`src/rtl/core/nptq_pkg.sv`:
```
// ----------------------------------------------------------------------------
// nptq_pkg
// Shared types and constants of the nested priority task queue.
// ----------------------------------------------------------------------------
package nptq_pkg;

  localparam int unsigned CMD_W   = 2;
  localparam int unsigned ID_W    = 8;
  localparam int unsigned PRIO_W  = 14;
  localparam int unsigned QCNT_W  = 5;
  localparam int unsigned ERR_W   = 2;

  typedef enum logic [CMD_W-1:0] {
    CMD_ADD      = 2'd0,
    CMD_DISPATCH = 2'd1,
    CMD_COMPLETE = 2'd2
  } cmd_e;

  typedef enum logic [ERR_W-1:0] {
    ERR_OK         = 2'd0,
    ERR_QUEUE_FULL = 2'd1,
    ERR_NEST_FULL  = 2'd2,
    ERR_NO_TASK    = 2'd3
  } err_e;

  // One queued task
  typedef struct packed {
    logic [ID_W-1:0]   id;
    logic [PRIO_W-1:0] prio;
  } qent_t;

  localparam int unsigned QENT_W = $bits(qent_t);

endpackage

```
`src/rtl/core/nptq_in_if.sv`:
```
// ----------------------------------------------------------------------------
// nptq_in_if
// Command channel: valid/ready handshake with the command payload.
// ----------------------------------------------------------------------------
interface nptq_in_if;
  logic                         valid;
  logic                         ready;
  logic [nptq_pkg::CMD_W-1:0]   command;
  logic [nptq_pkg::ID_W-1:0]    task_id;
  logic [nptq_pkg::PRIO_W-1:0]  priority_req;

  modport source (output valid, output command, output task_id, output priority_req,
                  input ready);
  modport sink   (input valid, input command, input task_id, input priority_req,
                  output ready);
endinterface

```
`src/rtl/core/nptq_out_if.sv`:
```
// ----------------------------------------------------------------------------
// nptq_out_if
// Result channel: valid/ready handshake with the result payload.
// ----------------------------------------------------------------------------
interface nptq_out_if;
  logic                         valid;
  logic                         ready;
  logic                         run_valid;
  logic [nptq_pkg::ID_W-1:0]    run_task_id;
  logic [nptq_pkg::PRIO_W-1:0]  run_priority;
  logic [nptq_pkg::PRIO_W-1:0]  current_level;
  logic [nptq_pkg::QCNT_W-1:0]  queued_count;
  logic [nptq_pkg::ERR_W-1:0]   error_code;

  modport source (output valid, output run_valid, output run_task_id, output run_priority,
                  output current_level, output queued_count, output error_code,
                  input ready);
  modport sink   (input valid, input run_valid, input run_task_id, input run_priority,
                  input current_level, input queued_count, input error_code,
                  output ready);
endinterface

```
`src/rtl/core/nested_priority_task_queue.sv`:
```
// ----------------------------------------------------------------------------
// nested_priority_task_queue
// Sorted task queue in a circular RAM plus a RAM stack of preempted levels.
// ----------------------------------------------------------------------------
// Accepted commands: an error, a no-op or an add to an empty queue go straight
// to S_OUT; dispatch and complete pass S_DISP or S_CMPL; any other add passes
// S_SHIFT, one RAM read-modify-write per cycle for each queued entry the new
// task moves past, and may end in S_INS. A new command is taken the cycle after
// the result is loaded into the output register, which waits while it is held.
// Reset: queue and stack empty, running level IDLE_LEVEL; RAMs are not cleared.
module nested_priority_task_queue #(
  parameter int unsigned QUEUE_DEPTH = 16,
  parameter int unsigned NEST_DEPTH  = 8,
  parameter int unsigned IDLE_LEVEL  = 9999
) (
  input  logic        clk_i,
  input  logic        rst_ni,
  nptq_in_if.sink     cmd_i,
  nptq_out_if.source  res_o
);

  localparam int unsigned QAW = $clog2(QUEUE_DEPTH);
  localparam int unsigned QCW = $clog2(QUEUE_DEPTH + 1);
  localparam int unsigned SAW = (NEST_DEPTH > 1) ? $clog2(NEST_DEPTH) : 1;
  localparam int unsigned NW  = $clog2(NEST_DEPTH + 1);

  typedef enum logic [5:0] {
    S_IDLE  = 6'b000001,
    S_SHIFT = 6'b000010,
    S_INS   = 6'b000100,
    S_DISP  = 6'b001000,
    S_CMPL  = 6'b010000,
    S_OUT   = 6'b100000
  } state_e;

  state_e                          state_q, state_d;
  logic [nptq_pkg::ID_W-1:0]       tid_q, tid_d;
  logic [nptq_pkg::PRIO_W-1:0]     prq_q, prq_d;
  logic [QCW-1:0]                  pos_q, pos_d;
  logic [QAW-1:0]                  head_q, head_d;
  logic [QCW-1:0]                  count_q, count_d;
  logic [nptq_pkg::PRIO_W-1:0]     level_q, level_d;
  logic [NW-1:0]                   nest_q, nest_d;
  logic [NW-1:0]                   nest_dec;

  // pending result
  logic                            rv_q, rv_d;
  logic [nptq_pkg::ID_W-1:0]       rid_q, rid_d;
  logic [nptq_pkg::PRIO_W-1:0]     rprio_q, rprio_d;
  nptq_pkg::err_e                  err_q, err_d;

  // output register
  logic                            ov_q, ov_d;
  logic                            orv_q, orv_d;
  logic [nptq_pkg::ID_W-1:0]       orid_q, orid_d;
  logic [nptq_pkg::PRIO_W-1:0]     orprio_q, orprio_d;
  logic [nptq_pkg::PRIO_W-1:0]     olevel_q, olevel_d;
  logic [nptq_pkg::QCNT_W-1:0]     ocount_q, ocount_d;
  nptq_pkg::err_e                  oerr_q, oerr_d;

  // RAM ports
  logic                            q_we;
  logic [QAW-1:0]                  q_waddr, q_raddr;
  nptq_pkg::qent_t                 q_wdata, q_rdata, new_ent;
  logic                            s_we;
  logic [SAW-1:0]                  s_waddr, s_raddr;
  logic [nptq_pkg::PRIO_W-1:0]     s_wdata, s_rdata;

  // logical queue position to RAM address
  function automatic logic [QAW-1:0] phys(input logic [QAW-1:0] head,
                                          input logic [QCW-1:0] idx);
    logic [QCW:0] sum;
    sum = (QCW+1)'(head) + (QCW+1)'(idx);
    if (sum >= (QCW+1)'(QUEUE_DEPTH)) begin
      sum = sum - (QCW+1)'(QUEUE_DEPTH);
    end
    return sum[QAW-1:0];
  endfunction

  nptq_ram #(.Width(nptq_pkg::QENT_W), .Depth(QUEUE_DEPTH)) u_queue_ram (
    .clk_i   (clk_i),
    .we_i    (q_we),
    .waddr_i (q_waddr),
    .wdata_i (q_wdata),
    .raddr_i (q_raddr),
    .rdata_o (q_rdata)
  );

  nptq_ram #(.Width(nptq_pkg::PRIO_W), .Depth(NEST_DEPTH)) u_stack_ram (
    .clk_i   (clk_i),
    .we_i    (s_we),
    .waddr_i (s_waddr),
    .wdata_i (s_wdata),
    .raddr_i (s_raddr),
    .rdata_o (s_rdata)
  );

  assign nest_dec      = nest_q - NW'(1);
  assign new_ent.id    = tid_q;
  assign new_ent.prio  = prq_q;
  assign cmd_i.ready   = (state_q == S_IDLE);

  always_comb begin
    state_d  = state_q;
    tid_d    = tid_q;
    prq_d    = prq_q;
    pos_d    = pos_q;
    head_d   = head_q;
    count_d  = count_q;
    level_d  = level_q;
    nest_d   = nest_q;
    rv_d     = rv_q;
    rid_d    = rid_q;
    rprio_d  = rprio_q;
    err_d    = err_q;
    ov_d     = ov_q & ~res_o.ready;
    orv_d    = orv_q;
    orid_d   = orid_q;
    orprio_d = orprio_q;
    olevel_d = olevel_q;
    ocount_d = ocount_q;
    oerr_d   = oerr_q;

    q_we    = 1'b0;
    q_waddr = phys(head_q, pos_q);
    q_wdata = new_ent;
    q_raddr = '0;
    s_we    = 1'b0;
    s_waddr = nest_q[SAW-1:0];
    s_wdata = level_q;
    s_raddr = nest_dec[SAW-1:0];

    unique case (state_q)
      S_IDLE: begin
        if (cmd_i.valid) begin
          tid_d   = cmd_i.task_id;
          prq_d   = cmd_i.priority_req;
          rv_d    = 1'b0;
          rid_d   = '0;
          rprio_d = '0;
          err_d   = nptq_pkg::ERR_OK;
          state_d = S_OUT;
          case (nptq_pkg::cmd_e'(cmd_i.command))
            nptq_pkg::CMD_ADD: begin
              if (count_q == QCW'(QUEUE_DEPTH)) begin
                err_d = nptq_pkg::ERR_QUEUE_FULL;
              end else if (count_q == '0) begin
                q_we         = 1'b1;
                q_waddr      = head_q;
                q_wdata.id   = cmd_i.task_id;
                q_wdata.prio = cmd_i.priority_req;
                count_d      = count_q + QCW'(1);
              end else begin
                // walk back from the tail, moving larger priorities up one slot
                pos_d   = count_q;
                q_raddr = phys(head_q, count_q - QCW'(1));
                state_d = S_SHIFT;
              end
            end
            nptq_pkg::CMD_DISPATCH: begin
              if (count_q != '0) begin
                q_raddr = head_q;
                state_d = S_DISP;
              end
            end
            nptq_pkg::CMD_COMPLETE: begin
              if (nest_q == '0) begin
                err_d = nptq_pkg::ERR_NO_TASK;
              end else begin
                state_d = S_CMPL;
              end
            end
            default: ;
          endcase
        end
      end

      S_SHIFT: begin
        q_we = 1'b1;
        if (q_rdata.prio > prq_q) begin
          q_wdata = q_rdata;
          pos_d   = pos_q - QCW'(1);
          if (pos_q == QCW'(1)) begin
            state_d = S_INS;
          end else begin
            q_raddr = phys(head_q, QCW'(pos_q - QCW'(2)));
          end
        end else begin
          count_d = count_q + QCW'(1);
          state_d = S_OUT;
        end
      end

      S_INS: begin
        q_we    = 1'b1;
        count_d = count_q + QCW'(1);
        state_d = S_OUT;
      end

      S_DISP: begin
        if (q_rdata.prio < level_q) begin
          if (nest_q == NW'(NEST_DEPTH)) begin
            err_d = nptq_pkg::ERR_NEST_FULL;
          end else begin
            rv_d    = 1'b1;
            rid_d   = q_rdata.id;
            rprio_d = q_rdata.prio;
            head_d  = (head_q == QAW'(QUEUE_DEPTH - 1)) ? '0 : head_q + QAW'(1);
            count_d = count_q - QCW'(1);
            s_we    = 1'b1;
            nest_d  = nest_q + NW'(1);
            level_d = q_rdata.prio;
          end
        end
        state_d = S_OUT;
      end

      S_CMPL: begin
        level_d = s_rdata;
        nest_d  = nest_dec;
        state_d = S_OUT;
      end

      S_OUT: begin
        if (!ov_q || res_o.ready) begin
          ov_d     = 1'b1;
          orv_d    = rv_q;
          orid_d   = rid_q;
          orprio_d = rprio_q;
          olevel_d = level_q;
          ocount_d = nptq_pkg::QCNT_W'(count_q);
          oerr_d   = err_q;
          state_d  = S_IDLE;
        end
      end

      default: state_d = S_IDLE;
    endcase
  end

  always_ff @(posedge clk_i or negedge rst_ni) begin
    if (!rst_ni) begin
      state_q <= S_IDLE;
      head_q  <= '0;
      count_q <= '0;
      level_q <= nptq_pkg::PRIO_W'(IDLE_LEVEL);
      nest_q  <= '0;
      ov_q    <= 1'b0;
    end else begin
      state_q <= state_d;
      head_q  <= head_d;
      count_q <= count_d;
      level_q <= level_d;
      nest_q  <= nest_d;
      ov_q    <= ov_d;
    end
  end

  always_ff @(posedge clk_i) begin
    tid_q    <= tid_d;
    prq_q    <= prq_d;
    pos_q    <= pos_d;
    rv_q     <= rv_d;
    rid_q    <= rid_d;
    rprio_q  <= rprio_d;
    err_q    <= err_d;
    orv_q    <= orv_d;
    orid_q   <= orid_d;
    orprio_q <= orprio_d;
    olevel_q <= olevel_d;
    ocount_q <= ocount_d;
    oerr_q   <= oerr_d;
  end

  assign res_o.valid         = ov_q;
  assign res_o.run_valid     = orv_q;
  assign res_o.run_task_id   = orid_q;
  assign res_o.run_priority  = orprio_q;
  assign res_o.current_level = olevel_q;
  assign res_o.queued_count  = ocount_q;
  assign res_o.error_code    = oerr_q;

endmodule

```
`src/rtl/core/nptq_ram.sv`:
```
// ----------------------------------------------------------------------------
// nptq_ram
// Generic simple dual-port RAM: one write port, one read port, registered read.
// ----------------------------------------------------------------------------
module nptq_ram #(
  parameter int unsigned Width = 22,
  parameter int unsigned Depth = 16,
  localparam int unsigned AddrW = (Depth > 1) ? $clog2(Depth) : 1
) (
  input  logic             clk_i,
  input  logic             we_i,
  input  logic [AddrW-1:0] waddr_i,
  input  logic [Width-1:0] wdata_i,
  input  logic [AddrW-1:0] raddr_i,
  output logic [Width-1:0] rdata_o
);

  logic [Width-1:0] mem_q [Depth];

  always_ff @(posedge clk_i) begin
    if (we_i) begin
      mem_q[waddr_i] <= wdata_i;
    end
    rdata_o <= mem_q[raddr_i];
  end

endmodule

```
`src/flat_wrapper.sv`:
```
// flat-port wrapper written by rule: the top's interface ports become plain ports
module nested_priority_task_queue_flat 
#(
  parameter int unsigned QUEUE_DEPTH = 16,
  parameter int unsigned NEST_DEPTH  = 8,
  parameter int unsigned IDLE_LEVEL  = 9999
)
  (clk_i, rst_ni, cmd_i_valid, cmd_i_command, cmd_i_task_id, cmd_i_priority_req, cmd_i_ready, res_o_valid, res_o_run_valid, res_o_run_task_id, res_o_run_priority, res_o_current_level, res_o_queued_count, res_o_error_code, res_o_ready);
  nptq_in_if cmd_i_i ();
  nptq_out_if res_o_i ();
  input  logic clk_i;
  input  logic rst_ni;
  input wire logic [$bits(cmd_i_i.valid)-1:0] cmd_i_valid;
  input wire logic [$bits(cmd_i_i.command)-1:0] cmd_i_command;
  input wire logic [$bits(cmd_i_i.task_id)-1:0] cmd_i_task_id;
  input wire logic [$bits(cmd_i_i.priority_req)-1:0] cmd_i_priority_req;
  output wire logic [$bits(cmd_i_i.ready)-1:0] cmd_i_ready;
  output wire logic [$bits(res_o_i.valid)-1:0] res_o_valid;
  output wire logic [$bits(res_o_i.run_valid)-1:0] res_o_run_valid;
  output wire logic [$bits(res_o_i.run_task_id)-1:0] res_o_run_task_id;
  output wire logic [$bits(res_o_i.run_priority)-1:0] res_o_run_priority;
  output wire logic [$bits(res_o_i.current_level)-1:0] res_o_current_level;
  output wire logic [$bits(res_o_i.queued_count)-1:0] res_o_queued_count;
  output wire logic [$bits(res_o_i.error_code)-1:0] res_o_error_code;
  input wire logic [$bits(res_o_i.ready)-1:0] res_o_ready;
  assign cmd_i_i.valid = cmd_i_valid;
  assign cmd_i_i.command = cmd_i_command;
  assign cmd_i_i.task_id = cmd_i_task_id;
  assign cmd_i_i.priority_req = cmd_i_priority_req;
  assign cmd_i_ready = cmd_i_i.ready;
  assign res_o_valid = res_o_i.valid;
  assign res_o_run_valid = res_o_i.run_valid;
  assign res_o_run_task_id = res_o_i.run_task_id;
  assign res_o_run_priority = res_o_i.run_priority;
  assign res_o_current_level = res_o_i.current_level;
  assign res_o_queued_count = res_o_i.queued_count;
  assign res_o_error_code = res_o_i.error_code;
  assign res_o_i.ready = res_o_ready;
  nested_priority_task_queue #(.QUEUE_DEPTH(QUEUE_DEPTH), .NEST_DEPTH(NEST_DEPTH), .IDLE_LEVEL(IDLE_LEVEL)) u_core (.clk_i(clk_i), .rst_ni(rst_ni), .cmd_i(cmd_i_i), .res_o(res_o_i));
endmodule
```
`config.mk`:
```
export PLATFORM = sky130hd
export DESIGN_NAME = nested_priority_task_queue_flat
export DESIGN_NICKNAME = d
export VERILOG_FILES = /design/src/rtl/core/nptq_pkg.sv /design/src/rtl/core/nptq_in_if.sv /design/src/rtl/core/nptq_out_if.sv /design/src/rtl/core/nested_priority_task_queue.sv /design/src/rtl/core/nptq_ram.sv /design/src/flat_wrapper.sv
export SDC_FILE = /design/constraint.sdc
export NUM_CORES = 1
export LEC_CHECK = 0
export BUFFER_PORTS_ARGS = -buffer_cell sky130_fd_sc_hd__buf_2
export CAP_MARGIN = 15
export CELL_PAD_IN_SITES_DETAIL_PLACEMENT = 1
export CELL_PAD_IN_SITES_GLOBAL_PLACEMENT = 2
export CORE_MARGIN = 2
export CORE_UTILIZATION = 30
export DETAILED_ROUTE_END_ITERATION = 10
export PLACE_DENSITY = 0.65
export SLEW_MARGIN = 20
export SYNTH_ARGS = -nofsm -noshare
export SYNTH_HDL_FRONTEND = slang
export SYNTH_SLANG_ARGS = --single-unit
```
`constraint.sdc`:
```
create_clock -name clk_i -period 4.6 [get_ports clk_i]
set_input_delay 0.46 -clock clk_i [delete_from_list [all_inputs] [get_ports clk_i]]
set_output_delay 0.46 -clock clk_i [all_outputs]
set_load 0.03 [all_outputs]
```
======== Word level (Yosys, flattened, before mapping) ========
Memory sizes are Yosys's and may differ from the RTL's. A register that Yosys moved wholly into a read port is not among the register bits.
Index checks and enable logic that the tools add are counted.
word-level totals
  bits in writable memories ............... 464
  input port bits ......................... 28
  memories kept ........................... 2
  bits in registers ....................... 130
  logic and storage cells ................. 171
  output and inout port bits .............. 46
cells by class
  magnitude comparators ................... 5
  eq/ne operators ......................... 24
  add/sub/neg operators ................... 13
  multiplexer cells ....................... 84
  bitwise logic cells ..................... 3
  reductions and logical operators ........ 21
memories
  memory                    depth  bits a word  rd ports  clocked after memory_dff  wr ports  line            source
  u_core.u_queue_ram.mem_q  16     22           1         1                         1         nptq_ram.sv:18  logic [Width-1:0] mem_q [Depth];
  u_core.u_stack_ram.mem_q  8      14           1         1                         1         nptq_ram.sv:18
operators by type and width
  cell                                                                                 number
  22-bit two-way mux                                                                   5
  4-bit two-way mux                                                                    17
  5-bit two-way mux                                                                    12
  14-bit one-hot mux with 2 select lines                                               2
  6-bit two-way mux                                                                    8
  22-bit one-hot mux with 2 select lines                                               1
  14-bit two-way mux                                                                   3
  8-bit two-way mux                                                                    3
  4-bit one-hot mux with 2 select lines                                                3
  6-bit one-hot mux with 4 select lines                                                1
  5-bit one-hot mux with 4 select lines                                                1
  4-bit by 5-bit adder with 6-bit output                                               3
  6-bit by 5-bit greater-or-equal comparator with 1-bit output, second input constant  3
  6-bit one-hot mux with 3 select lines                                                1
  1-bit two-way mux                                                                    17
  8-bit one-hot mux with 2 select lines                                                1
  4-bit by 1-bit subtractor with 4-bit output, second input constant                   4
  14-bit greater-than comparator                                                       1
  14-bit < comparator                                                                  1
  2-bit by 1-bit != test with 1-bit output, second input constant                      6
  2-bit != test, second input constant                                                 5
  5-bit one-hot mux with 2 select lines                                                1
  5-bit by 1-bit subtractor with 5-bit output, second input constant                   2
  3-bit AND reduction                                                                  3
  34 further kinds                                                                     46

======== Longest topological paths before layout ========
Gate-level depths: netlist (run 1).
  depth in word-level cells ............... 9
  depth in mapped cells ................... 15
  mapped depth without buffers ............ 13

======== By module ========
From an unflattened synthesis (run 1), not the netlist that was laid out.
second synthesis, totals
  cell total of the unflattened synthesis .. 1343
  area, all modules ....................... 25177.9 µm²
modules (own cells, without submodules)
  module                          area an instance (µm²)  instances  cells each  seq. area each (µm²)
  nptq_ram at u_core.u_queue_ram  13822.0                 1          583         11010.6
  nested_priority_task_queue      6720.2                  1          572         3744.8
  nptq_ram at u_core.u_stack_ram  4635.7                  1          188         3643.5

======== Worst setup path before layout (run 1) ========
Ideal clock, no wire load.
  path kind ............................... register -> register
  start point ............................. register u_core.level_q[4] (netlist name)
  end point ............................... memory u_core.u_stack_ram.mem_q[0][0] (netlist name), enable pin
  library setup time ...................... 0.422 ns
  buffers on the path ..................... 0
  cell stages (with the launch flop) ...... 11
  setup slack ............................. 0.782 ns
  period minus slack after synthesis ...... 3.818 ns
  arrival ................................. 3.397 ns
  data required time ...................... 4.178 ns
  cells stage by stage .................... dfrtp_1 > inv_1 > ha_1 > a21o_1 > a21o_1 > a21oi_1 > o21ai_1 > a41o_1 > a21oi_1 > nand3_1 > nor4_1
on the way
  word-level cells in the longest chain between the ends .. 5
RTL lines
  item                                     line                               source
  start: declaration                       nested_priority_task_queue.sv:42   logic [nptq_pkg::PRIO_W-1:0] level_q, level_d;
  start signal: assignment                 nested_priority_task_queue.sv:246  level_q <= nptq_pkg::PRIO_W'(IDLE_LEVEL);
  start signal: assignment                 nested_priority_task_queue.sv:253  level_q <= level_d;
  14-bit < comparator                      nested_priority_task_queue.sv:201  if (q_rdata.prio < level_q) begin
  1-bit two-way mux                        nested_priority_task_queue.sv:201
  1-bit two-way mux                        nested_priority_task_queue.sv:133  unique case (state_q)
  1-bit two-way mux                        nptq_ram.sv:21                     if (we_i) begin
  1-bit two-way mux (implied by the code)  nptq_ram.sv:22                     mem_q[waddr_i] <= wdata_i;
  end: declaration                         nptq_ram.sv:18
No other way between the ends.

======== Worst setup path in the final report (run 1) ========
  start point ............................. register u_core.count_q[0]
  end point ............................... register u_core.u_queue_ram.rdata_o[5], read port of u_core.u_queue_ram.mem_q
on the way
  word-level cells in the longest chain between the ends .. 9
  elaborated cells on any way between the ends .. 14
  those cells by class .................... add/sub (3); order compare (1); eq/ne (1); mux (7); reduce/logical (2)
RTL lines
  item                                                                                                                         line                                                                source
  start: declaration                                                                                                           nested_priority_task_queue.sv:41                                    logic [QCW-1:0] count_q, count_d;
  start signal: assignment                                                                                                     nested_priority_task_queue.sv:252                                   count_q <= count_d;
  5-bit by 1-bit subtractor with 5-bit output                                                                                  nested_priority_task_queue.sv:156                                   q_raddr = phys(head_q, count_q - QCW'(1));
  4-bit by 5-bit adder with 6-bit output                                                                                       nested_priority_task_queue.sv:73                                    sum = (QCW+1)'(head) + (QCW+1)'(idx);
  6-bit by 5-bit greater-or-equal comparator with 1-bit output or 4-bit by 1-bit subtractor with 4-bit output (tied branches)  nested_priority_task_queue.sv:74, nested_priority_task_queue.sv:75
  4-bit two-way mux                                                                                                            nested_priority_task_queue.sv:74                                    if (sum >= (QCW+1)'(QUEUE_DEPTH)) begin
  4-bit two-way mux                                                                                                            nested_priority_task_queue.sv:147                                   end else if (count_q == '0) begin
  4-bit two-way mux                                                                                                            nested_priority_task_queue.sv:145                                   if (count_q == QCW'(QUEUE_DEPTH)) begin
  4-bit one-hot mux with 2 select lines (*)                                                                                    nested_priority_task_queue.sv:143                                   case (nptq_pkg::cmd_e'(cmd_i.command))
  4-bit two-way mux (*)                                                                                                        nested_priority_task_queue.sv:135                                   if (cmd_i.valid) begin
  4-bit one-hot mux with 2 select lines (*)                                                                                    nested_priority_task_queue.sv:133
  end: declaration                                                                                                             nptq_ram.sv:15                                                      output logic [Width-1:0] rdata_o
Mark *: on every way between the ends. The rest lies on a longest branch, timed or not.
A chain may end at the register's enable or synchronous reset.

==> impl_metrics.json, run 1 <==
{
  "start_util": 0.3040,
  "finalCritPeriodShare": 0.8238,
  "root_buffer": "clkbuf_16",
  "async_flop_share": 0.05397,
  "routed_wl_um": 68250,
  "final_common_cell": "edfxtp_1",
  "die_width_um": 295.7,
  "p_leak_nw": 10.36,
  "drtPass1Iterations": 5,
  "numCtsBuffers": 69,
  "dr_total_vias": 14849,
  "cts_resized": 0,
  "drc": 0,
  "hold_buffers": 3,
  "cpPeakStageDelay_ps": 530,
  "cp-end-kind": "flop",
  "clock-sinks": 630,
  "cp_max_fo": 22,
  "core-area_um2": 83950,
  "synth.avg_cell_area_um2": 14.64,
  "worst_slack_ps": 810.7,
  "ys_seq_area_frac": 0.7208,
  "synth_cell_types": 75,
  "slew-limit-headroom": 0.3397,
  "cts_tree": "done",
  "path_delay_family": "adder cells",
  "clock_skew_ps": 33.49,
  "viasPerCell": 4.857,
  "finalSetupTns_ps": 0,
  "cp-start-kind": "flop",
  "grt_pass1_vias": 15857,
  "ir_worst_vdd_mv": 0.2717,
  "grt_usage": 0.1571,
  "io_buffer_count": 73,
  "finalSetupViolCount": 0,
  "cp_cell_sequence": "inv_1 > ha_1 > fa_1 > xnor2_1 > a22oi_1 > nor3_1 > a21oi_1 > nand3_1 > buf_4 > a21oi_1 > a2111oi_2 > nand2_1",
  "die_area_um2": 87440,
  "grt_overflow": 0,
  "dp.final_hpwl_um": 42010,
  "critPathArrivalTime_ps": 4250,
  "clk_latency_ps": 610,
  "syn_area_um2": 25530,
  "drive_above_1_share": 0.1816,
  "synthFlopType": "edfxtp_1",
  "fmax_ghz": 0.2639,
  "synth-seq-cells": 630,
  "wl_per_cell_um": 22.32,
  "path_buf_inv": 2,
  "yosysWarningCount": 0,
  "chipHeight_um": 295.7,
  "worstPathRequired_ps": 5060,
  "final_util": 0.3552,
  "synthCells": 1744,
  "maxCapViolCount": 0,
  "grt_pass1_wl_um": 102200,
  "cts_setup_buffers": 0,
  "rows": 106,
  "syn-num-nets": 1820,
  "worst_slew_pin_slew_ps": 976.7,
  "fin_crit_ps": 3789,
  "clk_pin_slew_ps": 60,
  "io_pins": 74,
  "outcome": "finished clean",
  "rsz0062_at_grt": "no",
  "synth_edf_count": 560,
  "critPathKind": "reg -> reg",
  "mostFrequentLayoutCells": "560 x edfxtp_1, 345 x nand2_1, 163 x a21oi_1",
  "clock_path_buffers": 3,
  "grt_max_degree": 50,
  "final_max_slew_viol_count": 0,
  "final_nets": 1941,
  "finalHoldViolCount": 0,
  "first_iter_violations": 961,
  "path_common_cell": "a21oi_1",
  "antenna_found_initial": 4,
  "cts_max_level": 3,
  "place_ws_ps": 749.4,
  "p_per_area_nw_per_um2": 522.3,
  "hold_path.class": "in -> reg",
  "area_growth_syn_to_layout_pct": 16.81,
  "gp_congestion": 0.7718,
  "cp_slowest_cell": "dfrtp_1",
  "final_antenna_net_count": 0
}
==> cell usage after synthesis (all sizes together), types with 4 or more instances <==
| master | count | area share |
|---|---|---|
| mux4 | 28 | 0.025 |
| or3 | 4 | 0.00098 |
| xnor2 | 16 | 0.0055 |
| ha | 45 | 0.022 |
| a2111oi | 14 | 0.0080 |
| o21ai | 20 | 0.0041 |
| nand4 | 5 | 0.0012 |
| nand3 | 11 | 0.0024 |
| and3 | 6 | 0.0015 |
| nand2 | 346 | 0.051 |
| o22ai | 10 | 0.0027 |
| nor2b | 6 | 0.0018 |
| dfxtp | 36 | 0.028 |
| dfrtp | 25 | 0.025 |
| inv | 51 | 0.0075 |
| mux2i | 43 | 0.017 |
| nor2 | 33 | 0.0052 |
| buf | 52 | 0.014 |
| a21o | 8 | 0.0024 |
| nor4 | 5 | 0.0015 |
| and2 | 24 | 0.0060 |
| nand2b | 5 | 0.0012 |
| a32oi | 11 | 0.0038 |
| a22oi | 92 | 0.027 |
| mux2 | 17 | 0.0075 |
| dfstp | 9 | 0.0093 |
| edfxtp | 560 | 0.66 |
| a21oi | 164 | 0.032 |
| nor3 | 16 | 0.0036 |
| clkbuf | 34 | 0.0050 |
| xor2 | 10 | 0.0034 |
==> flip-flops by register name, indices dropped and copies added, names as in the netlist <==
| signal | cells |
|---|---|
| u_core.rv_q | 1 |
| u_core.pos_q | 5 |
| u_core.res_o.run_task_id | 8 |
| u_core.state_q | 6 |
| u_core.rprio_q | 14 |
| u_core.rid_q | 8 |
| u_core.res_o.error_code | 2 |
| u_core.res_o.valid | 1 |
| u_core.tid_q | 8 |
| u_core.res_o.run_valid | 1 |
| u_core.err_q | 2 |
| u_core.u_stack_ram.rdata_o | 14 |
| u_core.level_q | 14 |
| u_core.u_queue_ram.mem_q | 352 |
| u_core.res_o.queued_count | 5 |
| u_core.res_o.run_priority | 14 |
| u_core.res_o.current_level | 14 |
| u_core.prq_q | 14 |
| u_core.head_q | 4 |
| u_core.nest_q | 4 |
| u_core.count_q | 5 |
| u_core.u_stack_ram.mem_q | 112 |
| u_core.u_queue_ram.rdata_o | 22 |
==> worst register-to-register path: stages (launching register included) <==
cell and delay [ps]:
dfrtp_1 530, inv_1 140, ha_1 380, fa_1 440, xnor2_1 190, a22oi_1 90
nor3_1 490, a21oi_1 240, nand3_1 160, buf_4 370, a21oi_1 130, a2111oi_2 360
nand2_1 140
==> worst paths after layout <==
| path | slack (ps) | endpoint | cells after the start | start |
|---|---|---|---|---|
| setup / recovery | 810 | u_core.u_queue_ram.rdata_o[5]$_DFF_P_ | 12 | u_core.count_q[0]$_DFFE_PN0P_ |
| max in group asynchronous | 3450 | u_core.nest_q[0]$_DFFE_PN0P_ | 2 | rst_ni |
| setup reg to reg | 810 | u_core.u_queue_ram.rdata_o[5]$_DFF_P_ | 12 | u_core.count_q[0]$_DFFE_PN0P_ |
| min in group asynchronous | 520 | u_core.state_q[5]$_DFFE_PN0P_ | 2 | rst_ni |
| hold / removal | 50 | u_core.tid_q[4]$_DFFE_PP_ | 1 | cmd_i_task_id[4] |
| hold reg to reg | 420 | u_core.res_o.run_priority[10]$_DFFE_PP_ | 0 | u_core.rprio_q[10]$_SDFFCE_PN0P_ |
==> cell families after synthesis <==
kind of cell,synth area share
flip-flops,0.7208
XOR/XNOR,0.008921
buffers and inverters,0.02622
adder cells (fa/ha/maj),0.02441
multiplexers,0.04907
AND/OR/NAND/NOR,0.08078
AO/OA/AOI/OAI,0.08980
==> final cells by class <==
class | instances | area [µm²]
fillers | 8725 | 54140
flip-flops and latches | 630 | 18400
multi-input cells | 976 | 6578
clock buffers | 97 | 1924
well taps | 1134 | 1419
repair buffers | 136 | 933.4
clock inverters | 31 | 364.1
inverters | 52 | 195.2
diodes | 1 | 2.502
==> metrics by stage <==
step	hold WS (ps)	power [W]	cell area, µm²	instances
6_report	46.55	0.01557	29820	3057
5_1_grt	21.48	0.01627	29810	3056
4_1_cts	2.109	0.01578	29810	3056
3_5_place_dp	406.3	0.01019	27500	2925
3_3_place_gp	405.6	0.01011	27500	2925
2_1_floorplan	164.4	0.009165	25530	1744
==> power by group <==
group	total (W)	leakage (nW)	switching, W	internal [W]
clock network	0.00555	1.11	0.00231	0.00324
logic	0.00257	3.44	0.00164	0.000933
registers	0.00746	5.81	0.000423	0.00703
==> metal layers <==
| metal | up-vias | share of wire | GRT usage |
|---|---|---|---|
| met5 | - | 0.00040 | 0 |
| met4 | 6 | 0.018 | 0.04445 |
| met3 | 87 | 0.042 | 0.02593 |
| met2 | 256 | 0.50 | 0.2720 |
| met1 | 7726 | 0.44 | 0.2027 |
| li1 | 6774 | - | - |
No activity file was read; power rests on OpenSTA's default activity.
==> run 2: changes to the inputs <==
- PLACE_DENSITY: 0.65 -> 0.67
- clock period: 4.6 -> 3.3 ns (I/O delays scaled with it)
==> run 2 against run 1 <==
Against the previous run:
- total power increased by 43%
- largest cell class unchanged
- worst hold slack better by 75 ps
- combinational power rose by 67%
- largest power group unchanged
- utilization rose by 1.9 points
- die area stayed put
- global-route usage up 1.0 points
- count of clock-buffer cells in the layout shrank 10
- non-clock buffer count is 99 higher
- clock skew decreased by 3.4 ps
- first-iteration DRC count increased by 9.1%
- final area grew 5.4%
==> impl_metrics.json, run 2 (same netlist as run 1, synthesis figures left out) <==
{
  "outcome": "finished clean",
  "clock_path_buffers": 3,
  "grt_pass1_vias": 16215,
  "largest_reg_flops": 352,
  "io_buffer_count": 73,
  "cp_slowest_cell": "a22oi_1",
  "die_area_um2": 87440,
  "top_register": "u_core.u_queue_ram.mem_q",
  "fill_cells": 8668,
  "viasPerCell": 4.917,
  "first_iter_violations": 1048,
  "root_buffer": "clkbuf_16",
  "drc": 0,
  "ir_worst_vdd_mv": 0.3293,
  "cts_max_level": 3,
  "finalSetupViolCount": 0,
  "wl_per_cell_um": 23.30,
  "seqPwrFrac": 0.461,
  "worst_slew_pin_slew_ps": 893.6,
  "swShare": 0.2803,
  "dr_total_vias": 15502,
  "maxCapViolCount": 0,
  "cp-end-kind": "flop",
  "routed_wl_um": 73480,
  "critPathKind": "reg -> reg",
  "fmax_ghz": 0.3138,
  "clk_pin_slew_ps": 60,
  "p_leak_nw": 11.04,
  "slew-limit-headroom": 0.4043,
  "p_int_w": 0.01602,
  "fin_crit_ps": 3187,
  "final_nets": 2040,
  "hold_path.class": "in -> reg",
  "grt_overflow": 0,
  "grt_pass1_wl_um": 107700,
  "combPwrFrac": 0.193,
  "mostFrequentLayoutCells": "560 x edfxtp_1, 344 x nand2_1, 151 x a21oi_1",
  "finalCritPeriodShare": 0.9657,
  "critPathArrivalTime_ps": 3550,
  "chipHeight_um": 295.7,
  "cts_tree": "done",
  "final_area_um2": 31430,
  "gp_congestion": 0.7847,
  "clock_skew_ps": 30.07,
  "worst_hold_slack_ps": 121.3,
  "rows": 106,
  "finalHoldViolCount": 0,
  "placed_area_um2": 28740,
  "pwr-share-clk": 0.346,
  "r2r_setup_slack_ps": 110,
  "grt_max_degree": 57,
  "grt_usage": 0.1673,
  "worst_slack_ps": 113.2,
  "start_util": 0.3040,
  "rsz0062_at_grt": "no",
  "drtPass1Iterations": 4,
  "largestRegisters": "u_core.u_queue_ram.mem_q: 352 flops, u_core.u_stack_ram.mem_q: 112 flops, u_core.u_queue_ram.rdata_o: 22 flops",
  "drive_above_1_share": 0.2256,
  "p_per_area_nw_per_um2": 708.3,
  "finalPower_w": 0.02226,
  "final_common_cell": "edfxtp_1",
  "cp_cell_sequence": "inv_1 > ha_1 > nand4_1 > a21oi_1 > o31a_1 > nor2_1 > nor3_2 > buf_12 > buf_4 > a22oi_1 > nand2_1 > buf_12",
  "finalSetupTns_ps": 0,
  "antenna_found_initial": 3,
  "p_sw_w": 0.006241,
  "area_growth_syn_to_layout_pct": 23.13,
  "io_pins": 74,
  "worstPathRequired_ps": 3660,
  "core-area_um2": 83950,
  "cpPeakStageDelay_ps": 550,
  "clk_latency_ps": 620,
  "numCtsBuffers": 68,
  "cp_max_fo": 21,
  "place_ws_ps": -94.07,
  "cp-start-kind": "flop",
  "final_antenna_net_count": 0,
  "die_width_um": 295.7,
  "final_max_slew_viol_count": 0,
  "clock-sinks": 630,
  "dp.final_hpwl_um": 44900,
  "path_common_cell": "buf_12"
}
==> run 2: cell count changes in the layout (fill, tap and decap cells not counted), sizes merged, moves of 2 or more <==
cell,before,now
buf,133,210
clkbuf,97,88
clkinv,22,20
clkinvlp,3,8
dlygate4sd3,3,24
==> run 2: power by group through the flow <==
stage,Sequential (W),Combinational [W],Clock [W]
3_3_place_gp,0.0104,0.00410,0
4_1_cts,0.0103,0.00429,0.00790
2_1_floorplan,0.0104,0.00239,0
5_1_grt,0.0103,0.00470,0.00817
6_report,0.0103,0.00429,0.00770
3_5_place_dp,0.0104,0.00421,0
==> run 2: timing repair <==
| item | in CTS | in global routing |
|---|---|---|
| hold buffers | 24 | 0 |
| gates resized for setup | 6 | 22 |
| hold endpoints to repair | 48 | 0 |
| cloned | 1 | 1 |
| pin swaps | 2 | 5 |
| setup endpoints to repair | 22 | 185 |
| buffers inserted | 3 | 5 |
==> run 2: worst max-delay path: cells and delay by family, from the launching register on <==
kind / cells / cell delay (ps)
flip-flops: 1 / 490
AND/OR/NAND/NOR: 4 / 630
AO/OA/AOI/OAI: 3 / 890
buffers and inverters: 4 / 650
adder cells (fa/ha/maj): 1 / 280
==> run 2: per-layer routing <==
| metal | GRT usage | up-vias | share of wire |
|---|---|---|---|
| li1 | - | 6981 | - |
| met3 | 0.02870 | 106 | 0.044 |
| met1 | 0.2155 | 8088 | 0.43 |
| met4 | 0.05089 | 2 | 0.022 |
| met5 | 0 | - | 0.00018 |
| met2 | 0.2874 | 325 | 0.50 |
==> run 2: layout make-up <==
class / count / area (µm²) / share of cell area
diodes: 2 / 5.005 / 0.0001592
clock buffers: 87 / 1854 / 0.05900
clock inverters: 36 / 397.9 / 0.01266
inverters: 52 / 197.7 / 0.006290
multi-input cells: 977 / 6689 / 0.2128
flip-flops and latches: 630 / 18400 / 0.5855
well taps: 1134 / 1419 / 0.04514
repair buffers: 235 / 2466 / 0.07846
==> run 2: final timing paths <==
| check | start | endpoint | cells after the start |
|---|---|---|---|
| min in group asynchronous | rst_ni | u_core.count_q[4]$_DFFE_PN0P_ | 2 |
| max in group asynchronous | rst_ni | u_core.nest_q[0]$_DFFE_PN0P_ | 2 |
| min | cmd_i_valid | u_core.state_q[0]$_DFFE_PN1P_ | 3 |
| max | u_core.prq_q[2]$_DFFE_PP_ | u_core.u_queue_ram.mem_q[4][2]$_DFFE_PP_ | 12 |
| min reg2reg | u_core.rprio_q[11]$_SDFFCE_PN0P_ | u_core.res_o.run_priority[11]$_DFFE_PP_ | 0 |
| max reg2reg | u_core.prq_q[2]$_DFFE_PP_ | u_core.u_queue_ram.mem_q[4][2]$_DFFE_PP_ | 12 |
==> run 2: stage by stage <==
step / utilization / std cells
after floorplan: - / 1744
after global placement: 0.3419 / 2993
after detailed placement: 0.3423 / 2994
after CTS: 0.3725 / 3145
after global routing: 0.3744 / 3153
final: 0.3744 / 3153
